**config.mk**
```make
export PLATFORM = sky130hd
export DESIGN_NAME = ttcm_cordic
export DESIGN_NICKNAME = d
export VERILOG_FILES = /design/src/hdl/ttcm_pkg.sv /design/src/hdl/ttcm_cordic.sv
export SDC_FILE = /design/constraint.sdc
export NUM_CORES = 2
export LEC_CHECK = 0
export BUFFER_PORTS_ARGS = -buffer_cell sky130_fd_sc_hd__buf_2
export CORE_ASPECT_RATIO = 0.5
export CORE_UTILIZATION = 50
export CTS_BUF_LIST = sky130_fd_sc_hd__clkbuf_8 sky130_fd_sc_hd__clkbuf_16
export CTS_CLUSTER_DIAMETER = 150
export CTS_CLUSTER_SIZE = 28
export DETAILED_ROUTE_END_ITERATION = 16
export PLACE_DENSITY = 0.68
export SETUP_SLACK_MARGIN = 0.1
export SYNTH_ARGS = -nofsm -noshare
export SYNTH_HDL_FRONTEND = slang
export SYNTH_SLANG_ARGS = --single-unit
export TNS_END_PERCENT = 20
```
**constraint.sdc**
```tcl
create_clock -name clk -period 5 [get_ports clk]
set_input_delay 0.25 -clock clk [delete_from_list [all_inputs] [get_ports clk]]
set_output_delay 0.25 -clock clk [all_outputs]
set_load 0.1 [all_outputs]
```
**src/hdl/ttcm_pkg.sv**
```systemverilog
// Shared constants, types and tables for the tunnel texture coordinate mapper.
package ttcm_pkg;

  localparam int FIELD_WIDTH  = 640;
  localparam int FIELD_HEIGHT = 480;

  localparam logic [11:0] HALF_W = 12'(FIELD_WIDTH / 2);
  localparam logic [11:0] HALF_H = 12'(FIELD_HEIGHT / 2);

  localparam int DIV_STEPS    = 34;
  localparam int SQRT_STEPS   = 17;
  localparam int CORDIC_STEPS = 16;
  localparam int DEPTH_LAT    = DIV_STEPS + SQRT_STEPS;
  localparam int CORDIC_LAT   = CORDIC_STEPS + 2;
  localparam int ANGLE_FRAC   = 20;

  localparam logic [33:0] DEPTH_NUM = 34'd10000000000;
  localparam logic signed [31:0] HALF_TURN = 32'sd268435456;

  typedef logic signed [35:0] cval_t;
  typedef logic signed [31:0] zval_t;

  typedef enum logic [2:0] {
    REG_CENTER_X      = 3'd0,
    REG_CENTER_Y      = 3'd1,
    REG_ADVANCE       = 3'd2,
    REG_ROTATION      = 3'd3,
    REG_TEXTURE_PITCH = 3'd4,
    REG_SCREEN_PITCH  = 3'd5
  } reg_idx_t;

  function automatic zval_t atan_entry(input logic [3:0] idx);
    zval_t val;
    case (idx)
      4'd0:    val = 32'sd67108864;
      4'd1:    val = 32'sd39616676;
      4'd2:    val = 32'sd20932363;
      4'd3:    val = 32'sd10625595;
      4'd4:    val = 32'sd5333416;
      4'd5:    val = 32'sd2669308;
      4'd6:    val = 32'sd1334980;
      4'd7:    val = 32'sd667531;
      4'd8:    val = 32'sd333770;
      4'd9:    val = 32'sd166886;
      4'd10:   val = 32'sd83443;
      4'd11:   val = 32'sd41722;
      4'd12:   val = 32'sd20861;
      4'd13:   val = 32'sd10430;
      4'd14:   val = 32'sd5215;
      default: val = 32'sd2608;
    endcase
    return val;
  endfunction

endpackage

```
**src/hdl/ttcm_cordic.sv**
```systemverilog
// Pipelined vectoring CORDIC giving the tunnel angle in units of pi/256.
module ttcm_cordic
  import ttcm_pkg::*;
(
  input  logic               clk,
  input  logic               en,
  input  logic signed [13:0] xin,
  input  logic signed [13:0] yin,
  output logic [8:0]         ang
);

  cval_t c_x_r [0:CORDIC_STEPS];
  cval_t c_y_r [0:CORDIC_STEPS];
  zval_t c_z_r [0:CORDIC_STEPS];
  logic [8:0] ang_r;

  cval_t xs;
  cval_t ys;
  assign xs = {{22{xin[13]}}, xin} <<< ANGLE_FRAC;
  assign ys = {{22{yin[13]}}, yin} <<< ANGLE_FRAC;

  always_ff @(posedge clk) begin
    if (en) begin
      if (xin < 0) begin
        c_x_r[0] <= -xs;
        c_y_r[0] <= -ys;
        c_z_r[0] <= (yin < 0) ? -HALF_TURN : HALF_TURN;
      end else begin
        c_x_r[0] <= xs;
        c_y_r[0] <= ys;
        c_z_r[0] <= '0;
      end
    end
  end

  genvar gi;
  generate
    for (gi = 0; gi < CORDIC_STEPS; gi++) begin : g_iter
      always_ff @(posedge clk) begin
        if (en) begin
          if (c_y_r[gi] > 0) begin
            c_x_r[gi+1] <= c_x_r[gi] + (c_y_r[gi] >>> gi);
            c_y_r[gi+1] <= c_y_r[gi] - (c_x_r[gi] >>> gi);
            c_z_r[gi+1] <= c_z_r[gi] + atan_entry(4'(gi));
          end else if (c_y_r[gi] < 0) begin
            c_x_r[gi+1] <= c_x_r[gi] - (c_y_r[gi] >>> gi);
            c_y_r[gi+1] <= c_y_r[gi] + (c_x_r[gi] >>> gi);
            c_z_r[gi+1] <= c_z_r[gi] - atan_entry(4'(gi));
          end else begin
            c_x_r[gi+1] <= c_x_r[gi];
            c_y_r[gi+1] <= c_y_r[gi];
            c_z_r[gi+1] <= c_z_r[gi];
          end
        end
      end
    end
  endgenerate

  zval_t z_fin;
  logic [31:0] z_neg;
  logic [31:0] z_mag_q;
  logic [31:0] z_pos_q;
  logic [8:0]  ang_nxt;
  assign z_fin   = c_z_r[CORDIC_STEPS];
  assign z_neg   = -z_fin;
  assign z_mag_q = z_neg >> ANGLE_FRAC;
  assign z_pos_q = z_fin >> ANGLE_FRAC;
  always_comb begin
    if (z_fin < 0) begin
      ang_nxt = 9'(-z_mag_q);
    end else begin
      ang_nxt = z_pos_q[8:0];
    end
  end

  always_ff @(posedge clk) begin
    if (en) begin
      ang_r <= ang_nxt;
    end
  end

  assign ang = ang_r;

endmodule

```
==> impl_results.md <==
- Status: completed
- Worst EP arrival: 5.43 ns
- Layout cells sized above 1: 0.0775
- Core box area: 241,000 sq um
- CTS H-Tree Depth: 2
- Cell count after synthesis: 13.8k
- Flops & latches, synth: 1,363
- Max Clk Rate: 205 MHz
- Critical R2R Launch: c_x_r[5][13]
- Worst relative slew slack: 0.204
- Setup violators final: 0
- Largest net degree at the start of global routing: 133
- WS Path Type: flip-flop to flip-flop
- Critical Path RT: 5.55 ns
- Clock latency on the worst-skew pair: 0.80 ns
- CTS clk-pin slew, worst paths: 0.11 ns
- Worst R2R Path Depth: 18
- Setup tns final: 0 ns
- Fin crit period: 4.88 ns
- Crit. End Element: flip-flop
- Unrepaired setup endpoints after global routing: yes
- Crit Reg-Reg Endpoint: c_y_r[6][35]
- Final Skew: 0.0538 ns
- Die Y: 351 um
- Via density: 5.83
- Boundary Pins: 39
- Die area: 246,000 sq um
- First-pass GRT wire length: 500 mm
- Antenna-violating nets left: 0
- Number of global-route vias before repair: 96.2k
- Tcrit/Tclk final: 0.976
- Worst Setup Start Kind: flip-flop
- Initial antenna violation count: 2
- GPL Wtd Cong: 0.963
- Post-synth top flop: edfxtp_1
- TritonCTS clock tree: done
- Area delta synth->final: 8.70%
- Max Transition Viols Final: 0
- Fin. Hold Viols: 0
- Final wirelength: 314 mm
- Post-Syn Area: 122,000 sq um
- Site row count: 127
- FF-to-FF setup slack: 0.12 ns
- HPWL Detailed: 247 mm
- Post-synthesis sequential area ratio: 0.335
- FFs w/ async S/R, synth: 0
- Post-synthesis net count: 15.1k
- HP Class: input pin to flip-flop
- Max cap viols: 0
- Average size of a mapped cell: 8.83 sq um
- TritonRoute pass-1 iters: 6
- GRT Overall Usage: 0.246
- Critical path endpoint: c_y_r[6][35]
- Grt ovf: 0
- Cts bufs inserted: 54
- CTS sink cnt: 1,363
- Starting Density: 0.506
- Crit. Startpoint: c_x_r[5][13]
- Initial DRC Count: 7,427
- Clk root buf: clkbuf_16
- Fin nets: 15.4k
- Synth cell types: 90
- Synthesis Warnings: 0
- Vias: 101k
- # DRC: 0
- Per-cell routed wire length: 18.1 um
- Ant diodes: 0
- Deepest clock path buffer count: 3
- Port Buffers: 38
- Die width: 701 um
- Post-synth EDFFs: 1,363
- Crit-path max FO: 3
- Final Core Density: 0.550
- Worst slew pin tran: 1.18 ns
-- sequential cells by signal (all words and copies together), names as in the netlist --
name / cells
c_z_r: 462
c_y_r: 471
c_x_r: 421
ang: 9
-- cell families (layout without fill, tap and decap cells) --
group | Yosys count | in the layout | share of synthesized area
compound gates | 4180 | 4180 | 0.212
xor+xnor | 1621 | 1621 | 0.116
fa+ha+maj | 1265 | 1265 | 0.132
buf+inv | 892 | 1228 | 0.0275
flops | 1363 | 1363 | 0.335
mux | 100 | 100 | 0.00870
simple gates | 4398 | 4398 | 0.168
-- routing by layer --
metal / vias up / GRT usage / share of wire
met5: - / 0 / 0
met3: 599 / 0.0199 / 0.038
met4: 0 / 0.0936 / 0.042
met2: 2342 / 0.436 / 0.48
li1: 51200 / - / -
met1: 47200 / 0.314 / 0.44
-- through the flow --
stage / hold slack [ns] / area (sq um) / instances / worst slack, ns
final: 0.183 / 133000 / 17400 / 0.122
after global routing: 0.168 / 133000 / 17400 / -0.108
after CTS: 0.131 / 131000 / 17300 / 0.00228
after detailed placement: 0.406 / 129000 / 17200 / -0.162
after global placement: 0.402 / 129000 / 17200 / -0.334
after floorplan: 0.349 / 122000 / 13800 / 0.0447
-- layout make-up --
type                       instances  area, sq um
fill                           21700       109000
multi-input combinational      11600        79000
inverter                         479         1800
tap                             3225         4040
timing repair buffer             691         5470
clock buffer                      54         1350
sequential                      1363        40900
clock inverter                     4         45.0
-- worst max-delay path, cell delays in order (launching register included) --
cell	delay, ns
edfxtp_1	0.40
or4_4	0.55
or4_4	0.47
or3_4	0.35
or2_4	0.29
o41ai_4	0.31
xnor2_1	0.12
ha_1	0.32
nand4_1	0.09
nor2_1	0.14
a211o_1	0.18
a31oi_1	0.10
buf_4	0.16
a211o_1	0.29
o21ai_2	0.15
buf_4	0.14
o41ai_2	0.06
a221oi_2	0.23
mux2_4	0.32
-- timing repair --
item / 4_1_cts / 5_1_grt
gates resized for setup: 33 / 253
hold buffers: 45 / 0
setup endpoints to repair: 30 / 149
buffers inserted: 0 / 45
pin swaps: 5 / 53
endpoints found under the hold margin: 35 / 0
-- cells in the mapped netlist (all sizes together), types with 68 or more instances --
cell type / count / share of area
xor2: 776 / 0.056
edfxtp: 1363 / 0.34
a21oi: 1233 / 0.051
nand3: 193 / 0.0079
ha: 1225 / 0.13
o21a: 157 / 0.0097
clkbuf: 359 / 0.011
nand2b: 219 / 0.011
nor2: 1360 / 0.042
xnor2: 845 / 0.061
o31ai: 199 / 0.012
or3: 117 / 0.0060
nand4: 86 / 0.0044
nor2b: 158 / 0.0081
a31oi: 125 / 0.0064
o21ai: 1130 / 0.046
a211oi: 96 / 0.0059
a21o: 577 / 0.035
o21bai: 154 / 0.0095
inv: 474 / 0.015
nor3: 341 / 0.014
nand2: 1333 / 0.041
or2: 68 / 0.0035
and3: 117 / 0.0060
and2: 79 / 0.0040
nor4: 143 / 0.0075
-- cells in the final DEF (no fill, tap or decap), types with 305 or more instances in the layout --
master    instances
edfxtp_1       1363
nor2_1         1343
nand2_1        1322
ha_1           1221
a21oi_1        1205
o21ai_0        1071
xnor2_1         840
xor2_1          776
buf_4           584
a21o_1          577
inv_1           465
nor3_1          305
-- worst min path at each step --
| stage | startpoint | to | cells after the start |
|---|---|---|---|
| detailed placement | c_z_r[15][3] | c_z_r[16][3] | 0 |
| global placement | c_z_r[9][0] | c_z_r[10][0] | 0 |
| floorplan | xin[0] | c_x_r[0][20] | 0 |
| global route | yin[0] | c_y_r[0][20] | 2 |
| CTS | yin[0] | c_y_r[0][20] | 2 |
| finish | yin[0] | c_y_r[0][20] | 2 |
Power is left out: the tool's default activity adds up to more than one toggle a clock period on the data nets, which glitch-free logic cannot reach.
