**src/hdl/ttcm_pkg.sv**
```systemverilog
// Shared constants, types and tables for the tunnel texture coordinate mapper.
package ttcm_pkg;

  localparam int FIELD_WIDTH  = 640;
  localparam int FIELD_HEIGHT = 480;

  localparam logic [11:0] HALF_W = 12'(FIELD_WIDTH / 2);
  localparam logic [11:0] HALF_H = 12'(FIELD_HEIGHT / 2);

  localparam int DIV_STEPS    = 34;
  localparam int SQRT_STEPS   = 17;
  localparam int CORDIC_STEPS = 16;
  localparam int DEPTH_LAT    = DIV_STEPS + SQRT_STEPS;
  localparam int CORDIC_LAT   = CORDIC_STEPS + 2;
  localparam int ANGLE_FRAC   = 20;

  localparam logic [33:0] DEPTH_NUM = 34'd10000000000;
  localparam logic signed [31:0] HALF_TURN = 32'sd268435456;

  typedef logic signed [35:0] cval_t;
  typedef logic signed [31:0] zval_t;

  typedef enum logic [2:0] {
    REG_CENTER_X      = 3'd0,
    REG_CENTER_Y      = 3'd1,
    REG_ADVANCE       = 3'd2,
    REG_ROTATION      = 3'd3,
    REG_TEXTURE_PITCH = 3'd4,
    REG_SCREEN_PITCH  = 3'd5
  } reg_idx_t;

  function automatic zval_t atan_entry(input logic [3:0] idx);
    zval_t val;
    case (idx)
      4'd0:    val = 32'sd67108864;
      4'd1:    val = 32'sd39616676;
      4'd2:    val = 32'sd20932363;
      4'd3:    val = 32'sd10625595;
      4'd4:    val = 32'sd5333416;
      4'd5:    val = 32'sd2669308;
      4'd6:    val = 32'sd1334980;
      4'd7:    val = 32'sd667531;
      4'd8:    val = 32'sd333770;
      4'd9:    val = 32'sd166886;
      4'd10:   val = 32'sd83443;
      4'd11:   val = 32'sd41722;
      4'd12:   val = 32'sd20861;
      4'd13:   val = 32'sd10430;
      4'd14:   val = 32'sd5215;
      default: val = 32'sd2608;
    endcase
    return val;
  endfunction

endpackage

```
**src/hdl/ttcm_depth.sv**
```systemverilog
// Pipelined depth unit: restoring division of a constant by r2, then integer square root.
module ttcm_depth
  import ttcm_pkg::*;
(
  input  logic        clk,
  input  logic        en,
  input  logic [25:0] r2,
  output logic [16:0] depth
);

  logic [25:0] div_rem_r [0:DIV_STEPS-1];
  logic [33:0] div_q_r   [0:DIV_STEPS-1];
  logic [25:0] div_d_r   [0:DIV_STEPS-1];

  genvar gd;
  generate
    for (gd = 0; gd < DIV_STEPS; gd++) begin : g_div
      logic [25:0] rem_in;
      logic [33:0] q_in;
      logic [25:0] d_in;
      logic [26:0] sh;
      logic [26:0] diff;
      if (gd == 0) begin : g_first
        assign rem_in = '0;
        assign q_in   = '0;
        assign d_in   = r2;
      end else begin : g_next
        assign rem_in = div_rem_r[gd-1];
        assign q_in   = div_q_r[gd-1];
        assign d_in   = div_d_r[gd-1];
      end
      assign sh   = {rem_in, DEPTH_NUM[DIV_STEPS-1-gd]};
      assign diff = sh - {1'b0, d_in};
      always_ff @(posedge clk) begin
        if (en) begin
          div_d_r[gd] <= d_in;
          if (sh >= {1'b0, d_in}) begin
            div_rem_r[gd] <= diff[25:0];
            div_q_r[gd]   <= {q_in[32:0], 1'b1};
          end else begin
            div_rem_r[gd] <= sh[25:0];
            div_q_r[gd]   <= {q_in[32:0], 1'b0};
          end
        end
      end
    end
  endgenerate

  logic [18:0] sq_rem_r  [0:SQRT_STEPS-1];
  logic [16:0] sq_root_r [0:SQRT_STEPS-1];
  logic [33:0] sq_q_r    [0:SQRT_STEPS-1];

  genvar gs;
  generate
    for (gs = 0; gs < SQRT_STEPS; gs++) begin : g_sqrt
      logic [18:0] rem_in;
      logic [16:0] root_in;
      logic [33:0] q_in;
      logic [20:0] sh;
      logic [20:0] trial;
      logic [20:0] diff;
      if (gs == 0) begin : g_first
        assign rem_in  = '0;
        assign root_in = '0;
        assign q_in    = div_q_r[DIV_STEPS-1];
      end else begin : g_next
        assign rem_in  = sq_rem_r[gs-1];
        assign root_in = sq_root_r[gs-1];
        assign q_in    = sq_q_r[gs-1];
      end
      assign sh    = {rem_in, q_in[33:32]};
      assign trial = {2'b00, root_in, 2'b01};
      assign diff  = sh - trial;
      always_ff @(posedge clk) begin
        if (en) begin
          sq_q_r[gs] <= {q_in[31:0], 2'b00};
          if (sh >= trial) begin
            sq_rem_r[gs]  <= diff[18:0];
            sq_root_r[gs] <= {root_in[15:0], 1'b1};
          end else begin
            sq_rem_r[gs]  <= sh[18:0];
            sq_root_r[gs] <= {root_in[15:0], 1'b0};
          end
        end
      end
    end
  endgenerate

  assign depth = sq_root_r[SQRT_STEPS-1];

endmodule

```
**config.mk**
```make
export PLATFORM = sky130hd
export DESIGN_NAME = ttcm_depth
export DESIGN_NICKNAME = d
export VERILOG_FILES = /design/src/hdl/ttcm_pkg.sv /design/src/hdl/ttcm_depth.sv
export SDC_FILE = /design/constraint.sdc
export NUM_CORES = 2
export LEC_CHECK = 0
export ABC_AREA = 0
export BUFFER_PORTS_ARGS = -buffer_cell sky130_fd_sc_hd__buf_4
export CAP_MARGIN = 20
export CORE_ASPECT_RATIO = 1.75
export CORE_UTILIZATION = 52
export CTS_CLUSTER_DIAMETER = 50
export DETAILED_ROUTE_END_ITERATION = 8
export PLACE_DENSITY = 0.66
export SLEW_MARGIN = 20
export SYNTH_ARGS = -nofsm -noshare
export SYNTH_HDL_FRONTEND = slang
export SYNTH_MEMORY_MAX_BITS = 65536
export SYNTH_SLANG_ARGS = --single-unit
```
**constraint.sdc**
```tcl
create_clock -name clk -period 6.1 [get_ports clk]
set_input_delay 1.525 -clock clk [delete_from_list [all_inputs] [get_ports clk]]
set_output_delay 1.525 -clock clk [all_outputs]
set_load 0.02 [all_outputs]
```
==> results.cfg <==
[status]
outcome = complete, no violations

[worst_setup_path]
rr_startpoint = div_d_r[24][1]
worstRegToRegCells = 11
critPathKind = reg -> reg
cpPeakStageDelay_ns = 0.82
ff2ff_setup_slack_ns = 1.44
cp_cell_sequence = inv_1 > ha_1 > nor2b_1 > o21a_1 > o21ai_0 > o2bb2ai_1 > o21ai_0 > a21oi_1 > o31ai_1 > a311o_2 > mux2_2
worst_path_max_delay_cell = o21ai_0
worst_path_most_repeated_cell = o21ai_0
arrival_ns = 5.27
cp_max_fo = 35
required_ns = 6.71
timing.rr.end = div_rem_r[12][43]
end_kind = flop
cp-start-kind = flop

[cts]
clk_path_buf_depth = 4
cts_hold_buffers = 0
htree_levels = 5
postCtsResizedCells = 0
cts_tree = built
clk_pin_slew_worst_paths_ns = 0.07
cts-buffers-inserted = 305
clk_latency_ns = 0.93
cts_sinks = 3018
cts-root-buf = clkbuf_16
cts_setup_buffers = 0

[pwr]
switchingPower_w = 0.02946
p_int_w = 0.05271
power_frac_clock_pct = 23.0
switching_share_pct = 35.85
powerDensity_nw_per_um2 = 482.2
pwr-share-seq_pct = 38.7
ir_drop_mv = 0.2894
p_leak_nw = 67.96
power_frac_comb_pct = 38.3

[drt]
avgViaCountPerCell = 5.769
drc = 0
m1WireLength_um = 117100
topRoutingLayerUsed = met5
wl_met3_um = 10800
wl_met2_um = 217500
drt_first_pass_iters = 6
drt-initial-drc-count = 5519
detail_route.wl_per_cell_um = 21.88
wl_um = 379600
final_antenna_net_count = 0
vias = 100100

[synthesis]
synth.cell_area_um2 = 155200
netlist_top_cells_area = edfxtp_1 (58%), ha_1 (8.2%), inv_1 (3.3%), a21oi_1 (3.0%), xnor2_1 (2.7%)
yosys.area.top_type_share_pct = 58.33
ys_dominant_reg_cell = edfxtp_1
yosys.area.top_type = edfxtp_1
yosys_warnings = 0
synth_area_per_cell_um2 = 11.86
ys_seq_area_share_pct = 58.37
synthesis.nets = 14160
synth_seq_cells = 3018
syn-instance-count = 13080
synth_async_sr_flop_share_pct = 0
synth_cell_type_count = 93
synth_edf_count = 3015

[worst_hold_path]
hold_depth = 0
holdPathEnd = sq_q_r[0][312]
hp-class = reg -> reg
hp-start = sq_q_r[0][278]

[layout]
area.growth.synth_to_final_pct = 9.793
nNetsFinal = 14290
fin_area_um2 = 170400
drive_above_1_share_pct = 7.035

[die]
ios = 45
die_w_um = 415.0
coreArea_um2 = 297100
rows = 265
die_h_um = 724.7
dieArea_um2 = 300800
start_util_pct = 52.25

[sta]
max_slew_margin_pct = 17.25
setup_viol = 0
tightestPinTransition_ns = 1.241
final-max-slew-violation-count = 0
timing.fmax_mhz = 214.7
clock_skew_ns = 0.06055
hold_viol = 0
timing.final.crit_share_pct = 76.37
rsz0062_at_grt = false
min_period_ns = 4.659
setup-tns-final_ns = 0

[place]
io_buffers = 44
dp_hpwl_um = 286700
dpl_cell_area_um2 = 160400
place_congestion = 0.9607

[global_route]
grt-ovfl-total = 0
grt_max_degree = 195
grt_pass1_wl_um = 577800
track_usage_pct = 24.85
grt_antenna_before_repair = 11
grt_pass1_vias = 104700

[run]
cap_viol_max_count = 0
cell usage in the layout (no fill, tap or decap), types with 29 or more instances in the layout:
cell | synthesis | layout
o21bai_1 | 83 | 83
nor2b_1 | 149 | 148
o31ai_1 | 95 | 91
o21a_1 | 155 | 155
mux2_2 | 240 | 240
xnor2_1 | 485 | 485
a21boi_0 | 54 | 54
or2_2 | 42 | 42
nand2_1 | 897 | 897
fa_1 | 32 | 32
bufinv_16 | 0 | 32
a221oi_1 | 30 | 29
a211oi_1 | 63 | 62
clkinv_1 | 0 | 58
nor4_1 | 81 | 78
buf_4 | 1 | 124
nor3_1 | 197 | 196
clkbuf_16 | 0 | 312
and2_1 | 69 | 69
ha_1 | 1020 | 1020
nand2b_1 | 168 | 168
nand3_1 | 205 | 205
o211ai_1 | 33 | 33
o31a_1 | 31 | 31
nor2_1 | 788 | 787
diode_2 | 0 | 32
xor2_1 | 364 | 364
o21ai_0 | 826 | 825
mux2i_1 | 48 | 48
nand4_1 | 153 | 153
inv_1 | 1357 | 1356
edfxtp_1 | 3015 | 3015
or3_1 | 81 | 81
a21oi_1 | 943 | 936
clkbuf_1 | 283 | 41
and3_1 | 80 | 80
a31oi_1 | 99 | 98
clkinv_2 | 0 | 44
a21o_1 | 442 | 442
layer usage:
layer	up-vias	track usage, %
met5	-	0
met4	4	20.18
met3	1150	2.778
met2	2280	50.65
met1	48560	20.81
li1	48100	-
through the flow:
step                      utilization [%]  hold slack [ns]  worst slack (ns)  cells  power [W]
final                               57.36           0.3897             1.441  17350    0.08217
after floorplan                         -           0.4003             1.462  13080    0.05376
after CTS                           57.32           0.3789             1.406  17320    0.08242
after global routing                57.36           0.3900             1.129  17350    0.08676
after global placement              53.96           0.4005             1.091  16770    0.06235
after detailed placement            53.98           0.4045             1.045  16770    0.06322
flip-flops by register name, summed over array words and instances, names as in the netlist:
signal,cells
div_rem_r,858
sq_root_r,153
div_d_r,858
sq_rem_r,282
div_q_r,595
sq_q_r,272
logic make-up (layout without fill, tap and decap cells):
group           Yosys count  after routing  share of synthesized area (%)
other cells               0             32                              0
flops                  3018           3018                          58.37
buf+inv                1681           2044                          4.089
simple gates           3054           3054                          9.458
compound gates         3142           3142                          12.61
fa+ha+maj              1052           1052                          8.635
mux                     288            288                          2.051
xor+xnor                849            849                          4.791
critical path: cells and delay by family (launching register included):
family	cells	cell delay [ns]
compound gates	7	3.06
simple gates	1	0.14
flops	1	0.39
buf+inv	1	0.06
fa+ha+maj	1	0.29
mux	1	0.41
synth_stat cells (all sizes together), types with 29 or more instances:
master,count
a21oi,943
mux2,240
xnor2,485
nand4,153
nor2,788
or4,29
edfxtp,3015
nor4,81
o21bai,83
nor2b,149
o31ai,95
o21ai,833
a211oi,63
o21a,155
and3,80
a221oi,30
nand2b,168
buf,40
a31oi,99
mux2i,48
or3,81
o211ai,33
clkbuf,283
or2,43
inv,1358
fa,32
xor2,364
nand3,205
ha,1020
nor3,198
a21boi,55
and2,69
o31a,31
nand2,898
a21o,442
final cells by class:
class                   count  area (um2)
well taps                3871        4843
multi-input cells        8385       58530
clock inverters           189        1961
clock buffers             353        7961
inverters                1358        5100
fillers                 24030      126700
diodes                     32       80.08
flip-flops and latches   3018       90600
repair buffers            144        1345
worst max path at each step:
stage | from | to | slack, ns | cells after the start
final | div_d_r[24][1] | div_rem_r[12][43] | 1.44 | 11
after global routing | div_d_r[11][1] | div_rem_r[6][13] | 1.13 | 13
after CTS | div_d_r[23][1] | div_rem_r[12][17] | 1.41 | 11
after detailed placement | en | div_rem_r[4][20] | 1.04 | 8
after global placement | en | div_rem_r[4][32] | 1.09 | 7
after floorplan | en | div_q_r[31][0] | 1.46 | 5
power by group through the flow:
stage | clock network, W | registers, W | logic [W]
floorplan | 0 | 0.0304 | 0.0233
global placement | 0 | 0.0321 | 0.0302
detailed placement | 0 | 0.0322 | 0.0310
CTS | 0.0194 | 0.0318 | 0.0313
global route | 0.0201 | 0.0321 | 0.0346
finish | 0.0189 | 0.0318 | 0.0314
No activity file was read; power rests on OpenSTA's default activity.
